File: src/rtl/generational_subscription_table_defines.svh
// ----------------------------------------------------------------------------
// generational_subscription_table_defines.svh
// Assertion macros for the subscription table RTL.
// ----------------------------------------------------------------------------
`ifndef GENERATIONAL_SUBSCRIPTION_TABLE_DEFINES_SVH
`define GENERATIONAL_SUBSCRIPTION_TABLE_DEFINES_SVH

`ifndef ASSERT_OFF
// same-cycle implication, disabled in reset
`define GST_ASSERT_IMPL(lbl, ante, cons, msg) \
   lbl: assert property (@(posedge clock) disable iff (reset) (ante) |-> (cons)) else $error(msg);
// next-cycle implication, disabled in reset
`define GST_ASSERT_NEXT(lbl, ante, cons, msg) \
   lbl: assert property (@(posedge clock) disable iff (reset) (ante) |=> (cons)) else $error(msg);
`else
`define GST_ASSERT_IMPL(lbl, ante, cons, msg)
`define GST_ASSERT_NEXT(lbl, ante, cons, msg)
`endif

`endif

File: src/rtl/gst_pkg.sv
// ----------------------------------------------------------------------------
// gst_pkg
// Types and constants of the generational subscription table.
// ----------------------------------------------------------------------------
package gst_pkg;

   localparam int NUM_SLOTS_DEF = 32;
   localparam int MAX_RESULTS   = 32;
   localparam int GEN_W         = 24;
   localparam int TYPE_W        = 8;
   localparam int TAG_W         = 16;
   localparam int SLOT_FIELD_W  = 8;
   localparam int HANDLE_W      = 32;
   localparam int STATUS_W      = 2;
   localparam int MODE_W        = 2;
   localparam int ENTRY_W       = GEN_W + TYPE_W + TAG_W;
   localparam int CNT_W         = $clog2(MAX_RESULTS + 1);

   localparam logic [GEN_W-1:0] GEN_LIMIT = 24'hFFFFFF;
   localparam logic [GEN_W-1:0] GEN_WRAP  = 24'd1;

   typedef enum logic [MODE_W-1:0] {
      MODE_SUB   = 2'd0,
      MODE_UNSUB = 2'd1,
      MODE_PUB   = 2'd2
   } mode_type;

   typedef enum logic [STATUS_W-1:0] {
      STAT_OK         = 2'd0,
      STAT_BAD_HANDLE = 2'd1,
      STAT_NO_SLOT    = 2'd2,
      STAT_NO_HANDLER = 2'd3
   } status_type;

   typedef enum logic [2:0] {
      ST_IDLE,
      ST_DISPATCH,
      ST_SUB_SCAN,
      ST_UNS_CHECK,
      ST_PUB_SCAN,
      ST_FLUSH
   } state_type;

   typedef enum logic [1:0] {
      RD_IDX,
      RD_NEXT,
      RD_HANDLE
   } rd_sel_type;

   typedef enum logic [2:0] {
      PK_SUB_OK,
      PK_SUB_FULL,
      PK_NO_HANDLER,
      PK_BAD_HANDLE,
      PK_UNS_OK,
      PK_PUB_MATCH
   } pend_kind_type;

   typedef struct packed {
      logic          req_ready;
      logic          idx_inc;
      rd_sel_type    rd_sel;
      logic          mem_wr;
      logic          act_set;
      logic          act_clr;
      logic          gen_bump;
      logic          pend_load;
      pend_kind_type pend_kind;
      logic          pend_push;
      logic          push_last;
   } cmd_type;

   typedef struct packed {
      logic     req_valid;
      mode_type mode;
      logic     hpres;
      logic     handle_ok;
      logic     slot_free;
      logic     idx_last;
      logic     uns_hit;
      logic     pub_match;
      logic     out_free;
      logic     pend_valid;
   } stat_type;

endpackage

File: src/rtl/generational_subscription_table.sv
// ----------------------------------------------------------------------------
// generational_subscription_table
// Slot table with generation-tagged handles: subscribe, unsubscribe, publish.
// ----------------------------------------------------------------------------
// Usage:
//  - req channel: one request per handshake; tuser carries the mode
//    (subscribe, unsubscribe, publish), tdata the operands.
//  - rsp channel: subscribe and unsubscribe give one response each; publish
//    gives one response per matching slot in slot order, none if no match.
//    tlast marks the final response of a request.
//  - Requests are handled one at a time; req_tready is high only between
//    requests. Subscribe scans the active bits one slot per cycle up to the
//    first free slot or the last slot, unsubscribe checks only the slot its
//    handle names, publish walks every slot once through the slot memory
//    read port.
//  - A response sits in an output register; while rsp_tready is low the
//    scan holds on its next match and the register keeps its response.
//  - Synchronous reset clears all active bits and the generation counter;
//    the slot memory is not cleared, it is only read for active slots.
// ----------------------------------------------------------------------------
`include "generational_subscription_table_defines.svh"

module generational_subscription_table
   import gst_pkg::*;
#(
   parameter int NUM_SLOTS = NUM_SLOTS_DEF
) (
   input  logic        clock,
   input  logic        reset,
   // req_tdata, low bit up: event_type[7:0], handler_present[8],
   // subscriber_tag[24:9], handle[56:25], zero fill[63:57]
   input  logic        req_tvalid,
   output logic        req_tready,
   input  logic [63:0] req_tdata,
   input  logic [1:0]  req_tuser,   // mode
   // rsp_tdata, low bit up: result_handle[31:0], result_slot[39:32],
   // result_tag[55:40]
   output logic        rsp_tvalid,
   input  logic        rsp_tready,
   output logic [55:0] rsp_tdata,
   output logic [1:0]  rsp_tuser,   // status
   output logic        rsp_tlast    // last
);

   cmd_type  cmd;
   stat_type st;

   gst_ctrl u_ctrl (
      .clock (clock),
      .reset (reset),
      .st    (st),
      .cmd   (cmd)
   );

   gst_dpath #(
      .NUM_SLOTS (NUM_SLOTS)
   ) u_dpath (
      .clock      (clock),
      .reset      (reset),
      .req_tvalid (req_tvalid),
      .req_tready (req_tready),
      .req_tdata  (req_tdata),
      .req_tuser  (req_tuser),
      .rsp_tvalid (rsp_tvalid),
      .rsp_tready (rsp_tready),
      .rsp_tdata  (rsp_tdata),
      .rsp_tuser  (rsp_tuser),
      .rsp_tlast  (rsp_tlast),
      .cmd        (cmd),
      .st         (st)
   );

   // a new request must never find a response still held back
   `GST_ASSERT_IMPL(a_accept_no_pend, req_tvalid && req_tready, !st.pend_valid, "pend at accept")
   // the held response only moves into a free output register
   `GST_ASSERT_IMPL(a_push_safe, cmd.pend_push, st.out_free && st.pend_valid, "push while busy")
   // only a free slot is ever written
   `GST_ASSERT_IMPL(a_write_free, cmd.mem_wr, st.slot_free && cmd.act_set, "write to active slot")
   // one request at a time
   `GST_ASSERT_NEXT(a_single_req, req_tvalid && req_tready, !req_tready, "back to back accept")

endmodule

File: src/rtl/gst_ctrl.sv
// ----------------------------------------------------------------------------
// gst_ctrl
// Sequencer: dispatches a request and steps the slot scans.
// ----------------------------------------------------------------------------
module gst_ctrl
   import gst_pkg::*;
(
   input  logic     clock,
   input  logic     reset,
   input  stat_type st,
   output cmd_type  cmd
);

   state_type state_ff, state_in;
   logic      pub_stall;

   assign pub_stall = st.pub_match && st.pend_valid && !st.out_free;

   always_ff @(posedge clock) begin
      if (reset) begin
         state_ff <= ST_IDLE;
      end else begin
         state_ff <= state_in;
      end
   end

   // next state
   always_comb begin
      state_in = state_ff;
      unique case (state_ff)
         ST_IDLE: begin
            if (st.req_valid) state_in = ST_DISPATCH;
         end
         ST_DISPATCH: begin
            unique case (st.mode)
               MODE_SUB:   state_in = st.hpres ? ST_SUB_SCAN : ST_FLUSH;
               MODE_UNSUB: state_in = st.handle_ok ? ST_UNS_CHECK : ST_FLUSH;
               MODE_PUB:   state_in = ST_PUB_SCAN;
               default:    state_in = ST_IDLE;
            endcase
         end
         ST_SUB_SCAN: begin
            if (st.slot_free || st.idx_last) state_in = ST_FLUSH;
         end
         ST_UNS_CHECK: begin
            state_in = ST_FLUSH;
         end
         ST_PUB_SCAN: begin
            if (!pub_stall && st.idx_last) state_in = ST_FLUSH;
         end
         ST_FLUSH: begin
            if (!st.pend_valid || st.out_free) state_in = ST_IDLE;
         end
         default: state_in = ST_IDLE;
      endcase
   end

   // outputs
   always_comb begin
      cmd           = '0;
      cmd.rd_sel    = RD_IDX;
      cmd.pend_kind = PK_PUB_MATCH;
      unique case (state_ff)
         ST_IDLE: begin
            cmd.req_ready = 1'b1;
         end
         ST_DISPATCH: begin
            unique case (st.mode)
               MODE_SUB: begin
                  if (!st.hpres) begin
                     cmd.pend_load = 1'b1;
                     cmd.pend_kind = PK_NO_HANDLER;
                  end
               end
               MODE_UNSUB: begin
                  if (st.handle_ok) begin
                     cmd.rd_sel = RD_HANDLE;
                  end else begin
                     cmd.pend_load = 1'b1;
                     cmd.pend_kind = PK_BAD_HANDLE;
                  end
               end
               default: ;
            endcase
         end
         ST_SUB_SCAN: begin
            if (st.slot_free) begin
               cmd.mem_wr    = 1'b1;
               cmd.act_set   = 1'b1;
               cmd.gen_bump  = 1'b1;
               cmd.pend_load = 1'b1;
               cmd.pend_kind = PK_SUB_OK;
            end else if (st.idx_last) begin
               cmd.pend_load = 1'b1;
               cmd.pend_kind = PK_SUB_FULL;
            end else begin
               cmd.idx_inc = 1'b1;
            end
         end
         ST_UNS_CHECK: begin
            cmd.pend_load = 1'b1;
            if (st.uns_hit) begin
               cmd.act_clr   = 1'b1;
               cmd.pend_kind = PK_UNS_OK;
            end else begin
               cmd.pend_kind = PK_BAD_HANDLE;
            end
         end
         ST_PUB_SCAN: begin
            if (!pub_stall) begin
               if (st.pub_match) begin
                  cmd.pend_load = 1'b1;
                  cmd.pend_kind = PK_PUB_MATCH;
                  cmd.pend_push = st.pend_valid;
               end
               if (!st.idx_last) begin
                  cmd.idx_inc = 1'b1;
                  cmd.rd_sel  = RD_NEXT;
               end
            end
         end
         ST_FLUSH: begin
            if (st.pend_valid && st.out_free) begin
               cmd.pend_push = 1'b1;
               cmd.push_last = 1'b1;
            end
         end
         default: ;
      endcase
   end

endmodule

File: src/rtl/gst_dpath.sv
// ----------------------------------------------------------------------------
// gst_dpath
// Slot store, generation counter, hold stage and response register.
// ----------------------------------------------------------------------------
module gst_dpath
   import gst_pkg::*;
#(
   parameter int NUM_SLOTS = NUM_SLOTS_DEF
) (
   input  logic        clock,
   input  logic        reset,
   input  logic        req_tvalid,
   output logic        req_tready,
   input  logic [63:0] req_tdata,
   input  logic [1:0]  req_tuser,
   output logic        rsp_tvalid,
   input  logic        rsp_tready,
   output logic [55:0] rsp_tdata,
   output logic [1:0]  rsp_tuser,
   output logic        rsp_tlast,
   input  cmd_type     cmd,
   output stat_type    st
);

   localparam int IDX_W = (NUM_SLOTS > 1) ? $clog2(NUM_SLOTS) : 1;

   // captured request
   logic [MODE_W-1:0]   mode_ff;
   logic [TYPE_W-1:0]   type_ff;
   logic                hpres_ff;
   logic [TAG_W-1:0]    tag_ff;
   logic [HANDLE_W-1:0] handle_ff;

   logic [IDX_W-1:0]     idx_ff;
   logic [CNT_W-1:0]     cnt_ff;
   logic [NUM_SLOTS-1:0] active_ff;
   logic [GEN_W-1:0]     gen_ff;

   logic [ENTRY_W-1:0] mem [NUM_SLOTS];
   logic [ENTRY_W-1:0] rd_data_ff;
   logic [IDX_W-1:0]   rd_addr;

   // hold stage: one result waits here until it is known whether it is last
   logic                    pend_valid_ff;
   logic [STATUS_W-1:0]     pend_status_ff, pend_status_in;
   logic [HANDLE_W-1:0]     pend_handle_ff, pend_handle_in;
   logic [SLOT_FIELD_W-1:0] pend_slot_ff, pend_slot_in;
   logic [TAG_W-1:0]        pend_tag_ff, pend_tag_in;

   logic                    rsp_valid_ff;
   logic [STATUS_W-1:0]     rsp_status_ff;
   logic [HANDLE_W-1:0]     rsp_handle_ff;
   logic [SLOT_FIELD_W-1:0] rsp_slot_ff;
   logic [TAG_W-1:0]        rsp_tag_ff;
   logic                    rsp_last_ff;

   logic                    accept;
   logic [SLOT_FIELD_W-1:0] sbits;
   logic [IDX_W-1:0]        slot_s;
   logic [GEN_W-1:0]        gen_use, gen_next;
   logic [GEN_W-1:0]        rd_gen;
   logic [TYPE_W-1:0]       rd_type;
   logic [TAG_W-1:0]        rd_tag;
   logic [SLOT_FIELD_W-1:0] idx8, idx_plus1;

   assign req_tready = cmd.req_ready;
   assign accept     = req_tvalid && req_tready;

   assign sbits     = handle_ff[SLOT_FIELD_W-1:0];
   assign slot_s    = IDX_W'(sbits - SLOT_FIELD_W'(1));
   assign {rd_gen, rd_type, rd_tag} = rd_data_ff;
   assign idx8      = SLOT_FIELD_W'(idx_ff);
   assign idx_plus1 = idx8 + SLOT_FIELD_W'(1);

   // counter value 0xFFFFFF is never handed out: it and the next one both become 1
   assign gen_use  = (gen_ff == GEN_LIMIT) ? GEN_WRAP : gen_ff;
   assign gen_next = (gen_ff == GEN_LIMIT) ? GEN_WRAP : gen_ff + GEN_W'(1);

   always_comb begin
      st            = '0;
      st.req_valid  = req_tvalid;
      st.mode       = mode_type'(mode_ff);
      st.hpres      = hpres_ff;
      st.handle_ok  = (sbits != '0) && (sbits <= SLOT_FIELD_W'(NUM_SLOTS));
      st.slot_free  = !active_ff[idx_ff];
      st.idx_last   = (idx_ff == IDX_W'(NUM_SLOTS - 1));
      st.uns_hit    = active_ff[slot_s] && (rd_gen == handle_ff[HANDLE_W-1:SLOT_FIELD_W]);
      st.pub_match  = active_ff[idx_ff] && (rd_type == type_ff)
                      && (cnt_ff < CNT_W'(MAX_RESULTS));
      st.out_free   = !rsp_valid_ff || rsp_tready;
      st.pend_valid = pend_valid_ff;
   end

   always_ff @(posedge clock) begin
      if (accept) begin
         mode_ff   <= req_tuser;
         type_ff   <= req_tdata[7:0];
         hpres_ff  <= req_tdata[8];
         tag_ff    <= req_tdata[24:9];
         handle_ff <= req_tdata[56:25];
      end
   end

   always_ff @(posedge clock) begin
      if (reset) begin
         idx_ff    <= '0;
         cnt_ff    <= '0;
         active_ff <= '0;
         gen_ff    <= '0;
      end else begin
         if (accept) begin
            idx_ff <= '0;
            cnt_ff <= '0;
         end else begin
            if (cmd.idx_inc) idx_ff <= idx_ff + IDX_W'(1);
            if (cmd.pend_load && cmd.pend_kind == PK_PUB_MATCH) begin
               cnt_ff <= cnt_ff + CNT_W'(1);
            end
         end
         if (cmd.act_set) active_ff[idx_ff] <= 1'b1;
         if (cmd.act_clr) active_ff[slot_s] <= 1'b0;
         if (cmd.gen_bump) gen_ff <= gen_next;
      end
   end

   always_comb begin
      unique case (cmd.rd_sel)
         RD_IDX:    rd_addr = idx_ff;
         RD_NEXT:   rd_addr = idx_ff + IDX_W'(1);
         RD_HANDLE: rd_addr = slot_s;
         default:   rd_addr = idx_ff;
      endcase
   end

   always_ff @(posedge clock) begin
      if (cmd.mem_wr) mem[idx_ff] <= {gen_use, type_ff, tag_ff};
      rd_data_ff <= mem[rd_addr];
   end

   always_comb begin
      pend_status_in = STAT_OK;
      pend_handle_in = '0;
      pend_slot_in   = '0;
      pend_tag_in    = '0;
      unique case (cmd.pend_kind)
         PK_SUB_OK: begin
            pend_handle_in = {gen_use, idx_plus1};
            pend_slot_in   = idx8;
         end
         PK_SUB_FULL:   pend_status_in = STAT_NO_SLOT;
         PK_NO_HANDLER: pend_status_in = STAT_NO_HANDLER;
         PK_BAD_HANDLE: pend_status_in = STAT_BAD_HANDLE;
         PK_UNS_OK:     pend_slot_in   = SLOT_FIELD_W'(slot_s);
         PK_PUB_MATCH: begin
            pend_handle_in = {rd_gen, idx_plus1};
            pend_slot_in   = idx8;
            pend_tag_in    = rd_tag;
         end
         default: ;
      endcase
   end

   always_ff @(posedge clock) begin
      if (reset) begin
         pend_valid_ff <= 1'b0;
         rsp_valid_ff  <= 1'b0;
      end else begin
         if (cmd.pend_load)      pend_valid_ff <= 1'b1;
         else if (cmd.pend_push) pend_valid_ff <= 1'b0;
         if (cmd.pend_push)      rsp_valid_ff  <= 1'b1;
         else if (rsp_tready)    rsp_valid_ff  <= 1'b0;
      end
   end

   always_ff @(posedge clock) begin
      if (cmd.pend_load) begin
         pend_status_ff <= pend_status_in;
         pend_handle_ff <= pend_handle_in;
         pend_slot_ff   <= pend_slot_in;
         pend_tag_ff    <= pend_tag_in;
      end
      if (cmd.pend_push) begin
         rsp_status_ff <= pend_status_ff;
         rsp_handle_ff <= pend_handle_ff;
         rsp_slot_ff   <= pend_slot_ff;
         rsp_tag_ff    <= pend_tag_ff;
         rsp_last_ff   <= cmd.push_last;
      end
   end

   assign rsp_tvalid = rsp_valid_ff;
   assign rsp_tdata  = {rsp_tag_ff, rsp_slot_ff, rsp_handle_ff};
   assign rsp_tuser  = rsp_status_ff;
   assign rsp_tlast  = rsp_last_ff;

endmodule
File: config.mk
export PLATFORM = sky130hd
export DESIGN_NAME = generational_subscription_table
export DESIGN_NICKNAME = d
export VERILOG_FILES = /design/src/rtl/gst_pkg.sv /design/src/rtl/generational_subscription_table.sv /design/src/rtl/gst_ctrl.sv /design/src/rtl/gst_dpath.sv
export VERILOG_INCLUDE_DIRS = /design/src /design/src/rtl
export SDC_FILE = /design/constraint.sdc
export NUM_CORES = 2
export LEC_CHECK = 0
export BUFFER_PORTS_ARGS = -buffer_cell sky130_fd_sc_hd__buf_2
export CORE_ASPECT_RATIO = 1.5
export CORE_MARGIN = 3
export CORE_UTILIZATION = 52
export DETAILED_ROUTE_END_ITERATION = 10
export GPL_TIMING_DRIVEN = 0
export PLACE_DENSITY = 0.76
export SLEW_MARGIN = 20
export SYNTH_ARGS = -nofsm -noshare
export SYNTH_HDL_FRONTEND = slang
export SYNTH_SLANG_ARGS = --single-unit
File: constraint.sdc
create_clock -name clock -period 6 [get_ports clock]
set_input_delay 0.3 -clock clock [delete_from_list [all_inputs] [get_ports clock]]
set_output_delay 0.3 -clock clock [all_outputs]
set_load 0.05 [all_outputs]
# == After elaboration in Yosys (flattened, before gate mapping) ==
# Memory sizes are Yosys's and may differ from the RTL's. A register that Yosys moved wholly into a read port is not among the register bits.
# Cells that the tools add are included.
# word_totals
reg_bits,248
ramBits,1536
in_bits,70
output_inout_bits,61
elab_cells,144
n_memories,1
# mem_list
name,depth,width,rd,rd_clocked_by_memory_dff,write_ports,line_no,source
u_dpath.mem,32,48,1,1,1,gst_dpath.sv:39,logic [ENTRY_W-1:0] mem [NUM_SLOTS];
# classes
addsub,5
order_cmp,6
eq_ne,22
n_mux,57
bitwise_logic,3
reduce_logical,29
# op_table
operator,count
2-to-1 mux 32 bit,3
case mux 32 bit (2 select lines),1
2-to-1 mux 24 bit,2
bitwise AND 32 bit,1
NOT 32 bit,1
OR 32 bit,1
2-to-1 mux 3 bit,9
"adder 24 x 1 -> 24 bit, second input constant",1
equality test 24 bit,1
"equality test 24 bit, second input constant",1
case mux 5 bit (2 select lines),2
case mux 3 bit (6 select lines),1
2-to-1 mux 1 bit,17
2-to-1 mux 4 bit,4
case mux 4 bit (4 select lines),1
"equality test 3 x 2 -> 1 bit, second input constant",4
"equality test 3 bit, second input constant",4
logical AND 1 bit,12
"< comparator 5 x 6 -> 1 bit, second input constant",2
binary-select mux 1 bit (select 5 bit),2
demux 1 bit (select 5 bit),2
">= comparator 5 x 1 -> 1 bit, second input constant",2
2-to-1 mux 2 bit,5
2-to-1 mux 5 bit,2
other kinds (26),41

# == Depth between registers and ports, before layout ==
# depth
depth_word,11
depth_mapped,20
mapped_depth_nobuf,16

# == Modules after synthesis ==
# A second synthesis with hierarchy kept.
# unflattened
hier_cells,4556
area_unflattened_um2,71666.2
# by_module_without_submodules
mod,instances,cells_each,area_each_um2,seq_area_each_um2
gst_dpath,1,4500,71238.3,53451.3
gst_ctrl,1,56,427.9,60.1

# == Worst setup path before layout ==
# No wires, ideal clock.
# synth_path
kind,reg2reg
startpoint,reg u_dpath.idx_ff[1]
endpoint,mem u_dpath.mem[8][0] in the netlist's numbering (enable)
setup_time_ps,454
t_arrival_ps,4158
required_time_ps,5546
slack_ps,1388
path_stages_with_launch,8
n_path_buf,1
synth_period_minus_slack_ps,4612
cell_sequence,dfxtp_1 > buf_4 > mux4_2 > a311oi_2 > o211ai_2 > nor3_4 > nand2_1 > nor2_1
# synth_via
elab_chain_len,6
# synth_rtl
element,line_no,source
"start, declared",gst_dpath.sv:34,logic [IDX_W-1:0] idx_ff;
"start signal, assigned",gst_dpath.sv:115,if (cmd.idx_inc) idx_ff <= idx_ff + IDX_W'(1);
binary-select mux 1 bit (select 5 bit),gst_dpath.sv:85,st.slot_free = !active_ff[idx_ff];
2-to-1 mux 1 bit (implied by the code),gst_dpath.sv:85,
2-to-1 mux 2 bit,gst_ctrl.sv:87,if (st.slot_free) begin
2-to-1 mux 2 bit,gst_ctrl.sv:63,unique case (state_ff)
2-to-1 mux 1 bit,gst_dpath.sv:136,"if (cmd.mem_wr) mem[idx_ff] <= {gen_use, type_ff, tag_ff};"
2-to-1 mux 1 bit (implied by the code),gst_dpath.sv:136,
"end, declared",gst_dpath.sv:39,
# Several ways; a longest one is shown, not always the timed one. The select of a mux whose other input is x is not followed.

# == Worst setup path in the final report ==
# layout_path
startpoint,reg u_dpath.type_ff[7]
endpoint,"reg u_dpath.rd_data_ff[47], read port of u_dpath.mem"
# layout_via
elab_chain_len,9
elab_cells_between_ends,10
cone_classes,eq/ne: 3; mux: 3; reduce/logical: 4
# layout_rtl
element,line_no,source
"start, declared",gst_dpath.sv:29,logic [TYPE_W-1:0] type_ff;
"start signal, assigned",gst_dpath.sv:97,type_ff <= req_tdata[7:0];
equality test 8 bit (*),gst_dpath.sv:88,st.pub_match = active_ff[idx_ff] && (rd_type == type_ff)
logical AND 1 bit (*),gst_dpath.sv:88,
logical AND 1 bit (*),gst_dpath.sv:89,&& (cnt_ff < CNT_W'(MAX_RESULTS));
logical AND 1 bit (*) (2 in a row),gst_ctrl.sv:17,assign pub_stall = st.pub_match && st.pend_valid && !st.out_free;
2-to-1 mux 3 bit (*),gst_ctrl.sv:110,if (!pub_stall) begin
case mux 2 bit (2 select lines) (*),gst_ctrl.sv:63,
equality test 2 bit or equality test 2 x 1 -> 1 bit (tied branches),gst_dpath.sv:127,unique case (cmd.rd_sel)
case mux 5 bit (2 select lines) (*),gst_dpath.sv:127,
"end, declared",gst_dpath.sv:40,logic [ENTRY_W-1:0] rd_data_ff;
# Mark *: on every way between the ends. The rest lies on a longest branch, timed or not.
# A chain may end at the register's enable or synchronous reset.

==> impl_metrics.ini <==
[sta]
fin_crit_sh = 1.01
clock_skew_ns = 0.0398
fmax_ghz = 0.165
fin_crit_ns = 6.08
hold_viol = 0
rsz0062_at_grt = false
setup_ws_ns = -0.0765
drv_slew = 0
setup_viol_count_final = 1
slew_headroom = 0.205
worstMarginPinSlew_ns = 1.19

[logic_synthesis]
ys_types = 65
synth_area_sq_um = 71900
async_flop_share = 0
synth_flop_cell = edfxtp_1
syn-instance-count = 5006
synth_edf_count = 1702
syn_avg_cell_area_sq_um = 14.4
synth_seq_area_share = 0.745
ys_ff_latch = 1822
yosysWarnings = 0

[grt]
antenna_found_initial = 11
gr-total-overflow = 0
grt_max_degree = 48
track_usage = 0.307
grt_pass1_wl_um = 315000
grt_pass1_vias = 48000

[detailed_routing]
firstDrtPassIters = 5
vias = 48200
wl_per_cell_um = 30.2
drt-total-wl_um = 222000
vias_per_cell = 6.57
drc = 0
ant_nets = 0
drtIter0Drc = 6785

[floorplanning]
die_h_um = 461
die_area_sq_um = 143000
std_cell_rows = 166
core_sq_um = 137000
die_w_um = 310
start_util = 0.525
ios = 131

[clock_tree]
clkLatencyLatePin_ns = 0.82
numClockSinks = 1822
cts_tree = done
clockRootBuffer = clkbuf_16
htree_levels = 4
cts_buffer_depth = 3
clk_pin_slew_worst_paths_ns = 0.07
cts_buffers = 159

[setup_path]
worst_setup_path_end_kind = register
r2r_start = u_dpath.type_ff[7]$_DFFE_PP_
worstPathRequired_ns = 6.56
path_class = register to register
cp_max_fo = 18
arrival_ns = 6.64
cp-startpoint = u_dpath.type_ff[7]$_DFFE_PP_
start_kind = register

[power]
leakagePower_nw = 27.3
ir_drop_v = 0.000288
p_per_area_nw_per_um2 = 324

[placement]
io_buffers = 117
place.gp.congestion = 0.940
pre_cts_ws_ns = -1.29
dpl.hpwl_um = 152000

[hold_path]
hold_path.class = primary input to register
hp-start = req_tvalid

[run_status]
status = finished with violations
violations = setup timing

[cells_and_area]
fill_cells = 9678
finish.utilization = 0.605
area_growth_syn_to_layout_pct = 15.3
drive_gt1_frac = 0.122
nets = 5521
seq_area_sq_um = 53500
multiInputGateArea_sq_um = 17200

[job]
max_cap_violations = 0
-- final cells by class --
class,instances,share of cell area
clock buffers,206,0.0531
clock inverters,92,0.0111
flip-flops and latches,1822,0.646
multi-input cells,2794,0.207
plain buffers,366,0.0194
well taps,1764,0.0266
diodes,8,0.000242
inverters,27,0.00125
repair buffers,267,0.0352
-- repair_timing --
action,4_1_cts,5_1_grt
hold buffers,60,0
pin swaps,0,2
resized for setup,41,70
endpoints found under the hold margin,60,0
setup endpoints to repair,48,48
buffers inserted,9,5
-- cells by family (layout without fill, tap and decap cells) --
| kind of cell | Yosys count | in the layout | share of synthesized area |
|---|---|---|---|
| xor+xnor | 59 | 59 | 0.00719 |
| other cells | 1 | 13 | 0.0000522 |
| simple gates | 1576 | 1576 | 0.104 |
| mux | 127 | 127 | 0.0197 |
| flops | 1822 | 1822 | 0.745 |
| compound gates | 1013 | 1013 | 0.0999 |
| fa+ha+maj | 14 | 14 | 0.00244 |
| buf+inv | 394 | 958 | 0.0221 |
-- critical path, cell delays in order, from the launching register on --
cell      delay [ns]
edfxtp_1        0.88
xnor2_1         0.19
nand3_1         0.21
nor4_2          0.44
buf_4           0.28
a31oi_2         0.19
ha_1            0.38
buf_2           0.24
inv_1           0.17
a31oi_4         0.39
buf_6           0.21
nand2_1         0.13
clkbuf_4        0.38
buf_4           0.34
clkbuf_2        0.31
nand2_1         0.17
a31oi_1         0.10
a22oi_1         0.40
nand4b_1        0.37
-- metrics by stage --
step	instance area, sq um	hold slack, ns	instances	TNS (ns)	power, mW
after global placement	74700	0.401	6891	-2372.40	16.4
after floorplan	71900	0.399	5010	0	15.6
final	82800	0.0916	7346	-0.0765	26.8
after global routing	82800	0.0927	7339	0	27.4
after detailed placement	76500	0.405	6963	-44.09	16.4
after CTS	82600	0.0639	7329	-0.00991	26.7
-- registers in the layout (all words and copies together), names as in the netlist, 16 cells and up --
register                flops
u_dpath.rsp_handle_ff      30
u_dpath.gen_ff             24
u_dpath.pend_tag_ff        16
u_dpath.pend_handle_ff     30
u_dpath.tag_ff             16
u_dpath.rsp_tag_ff         16
u_dpath.handle_ff          32
u_dpath.active_ff          32
u_dpath.mem              1536
u_dpath.rd_data_ff         48
-- routing by layer --
layer / share of wire / wire length [um] / GRT usage / vias up
li1: - / - / - / 20100
met1: 0.32 / 71000 / 0.340 / 23500
met2: 0.50 / 110000 / 0.523 / 3676
met3: 0.10 / 22700 / 0.0677 / 956
met4: 0.082 / 18100 / 0.220 / 6
met5: 0.00025 / 56 / 0 / -
-- synthesized netlist by cell type, types with 9 or more instances --
cell | instances | area (sq um)
a211oi_1 | 414 | 3110
a21o_1 | 48 | 360
a21oi_1 | 141 | 706
a22o_1 | 23 | 201
a22oi_1 | 97 | 728
a311oi_1 | 9 | 78.8
a31oi_1 | 192 | 1200
and2_1 | 47 | 294
and3_1 | 299 | 1870
buf_1 | 13 | 48.8
buf_2 | 64 | 320
clkbuf_1 | 282 | 1060
dfxtp_1 | 120 | 2400
edfxtp_1 | 1702 | 51100
ha_1 | 14 | 175
inv_1 | 27 | 101
mux2i_1 | 113 | 1130
mux4_2 | 11 | 248
nand2_1 | 819 | 3070
nand2b_1 | 11 | 68.8
nand3_1 | 118 | 591
nand4_1 | 10 | 62.6
nand4b_1 | 47 | 412
nor2_1 | 148 | 556
nor3_1 | 23 | 115
nor4_1 | 10 | 62.6
o21ai_0 | 11 | 55.1
o311a_1 | 48 | 480
xnor2_1 | 38 | 333
xor2_1 | 21 | 184
-- placed cells by master, fill, tap and decap left out, types with 20 or more instances in the layout --
cell / instances
a211oi_1: 414
a21o_1: 48
a21oi_1: 141
a22o_1: 23
a22oi_1: 97
a31oi_1: 191
and2_1: 29
and3_1: 299
buf_12: 51
buf_2: 173
buf_4: 20
clkbuf_1: 250
clkbuf_16: 165
clkbuf_2: 61
clkinv_1: 34
clkinv_2: 26
dfxtp_1: 120
dlygate4sd3_1: 60
edfxtp_1: 1702
inv_1: 26
mux2i_1: 112
nand2_1: 818
nand3_1: 117
nand4b_1: 47
nor2_1: 116
nor2_4: 32
nor3_1: 23
o311a_1: 48
xnor2_1: 38
xor2_1: 21
-- power by group --
| group | internal [mW] | switching (mW) |
|---|---|---|
| sequential | 14.2 | 0.285 |
| clock | 5.86 | 4.64 |
| combinational | 0.572 | 1.27 |
| total | 20.6 | 6.19 |
-- worst paths after layout --
check                                           to  slack [ns]  cells past startpoint
hold / removal          u_dpath.hpres_ff$_DFFE_PP_        0.09                      2
hold reg to reg   u_dpath.rsp_slot_ff[2]$_DFFE_PP_        0.42                      0
setup / recovery    u_dpath.rd_data_ff[47]$_DFF_P_       -0.08                     18
setup reg to reg    u_dpath.rd_data_ff[47]$_DFF_P_       -0.08                     18
Power figures use the tool's default switching activity.
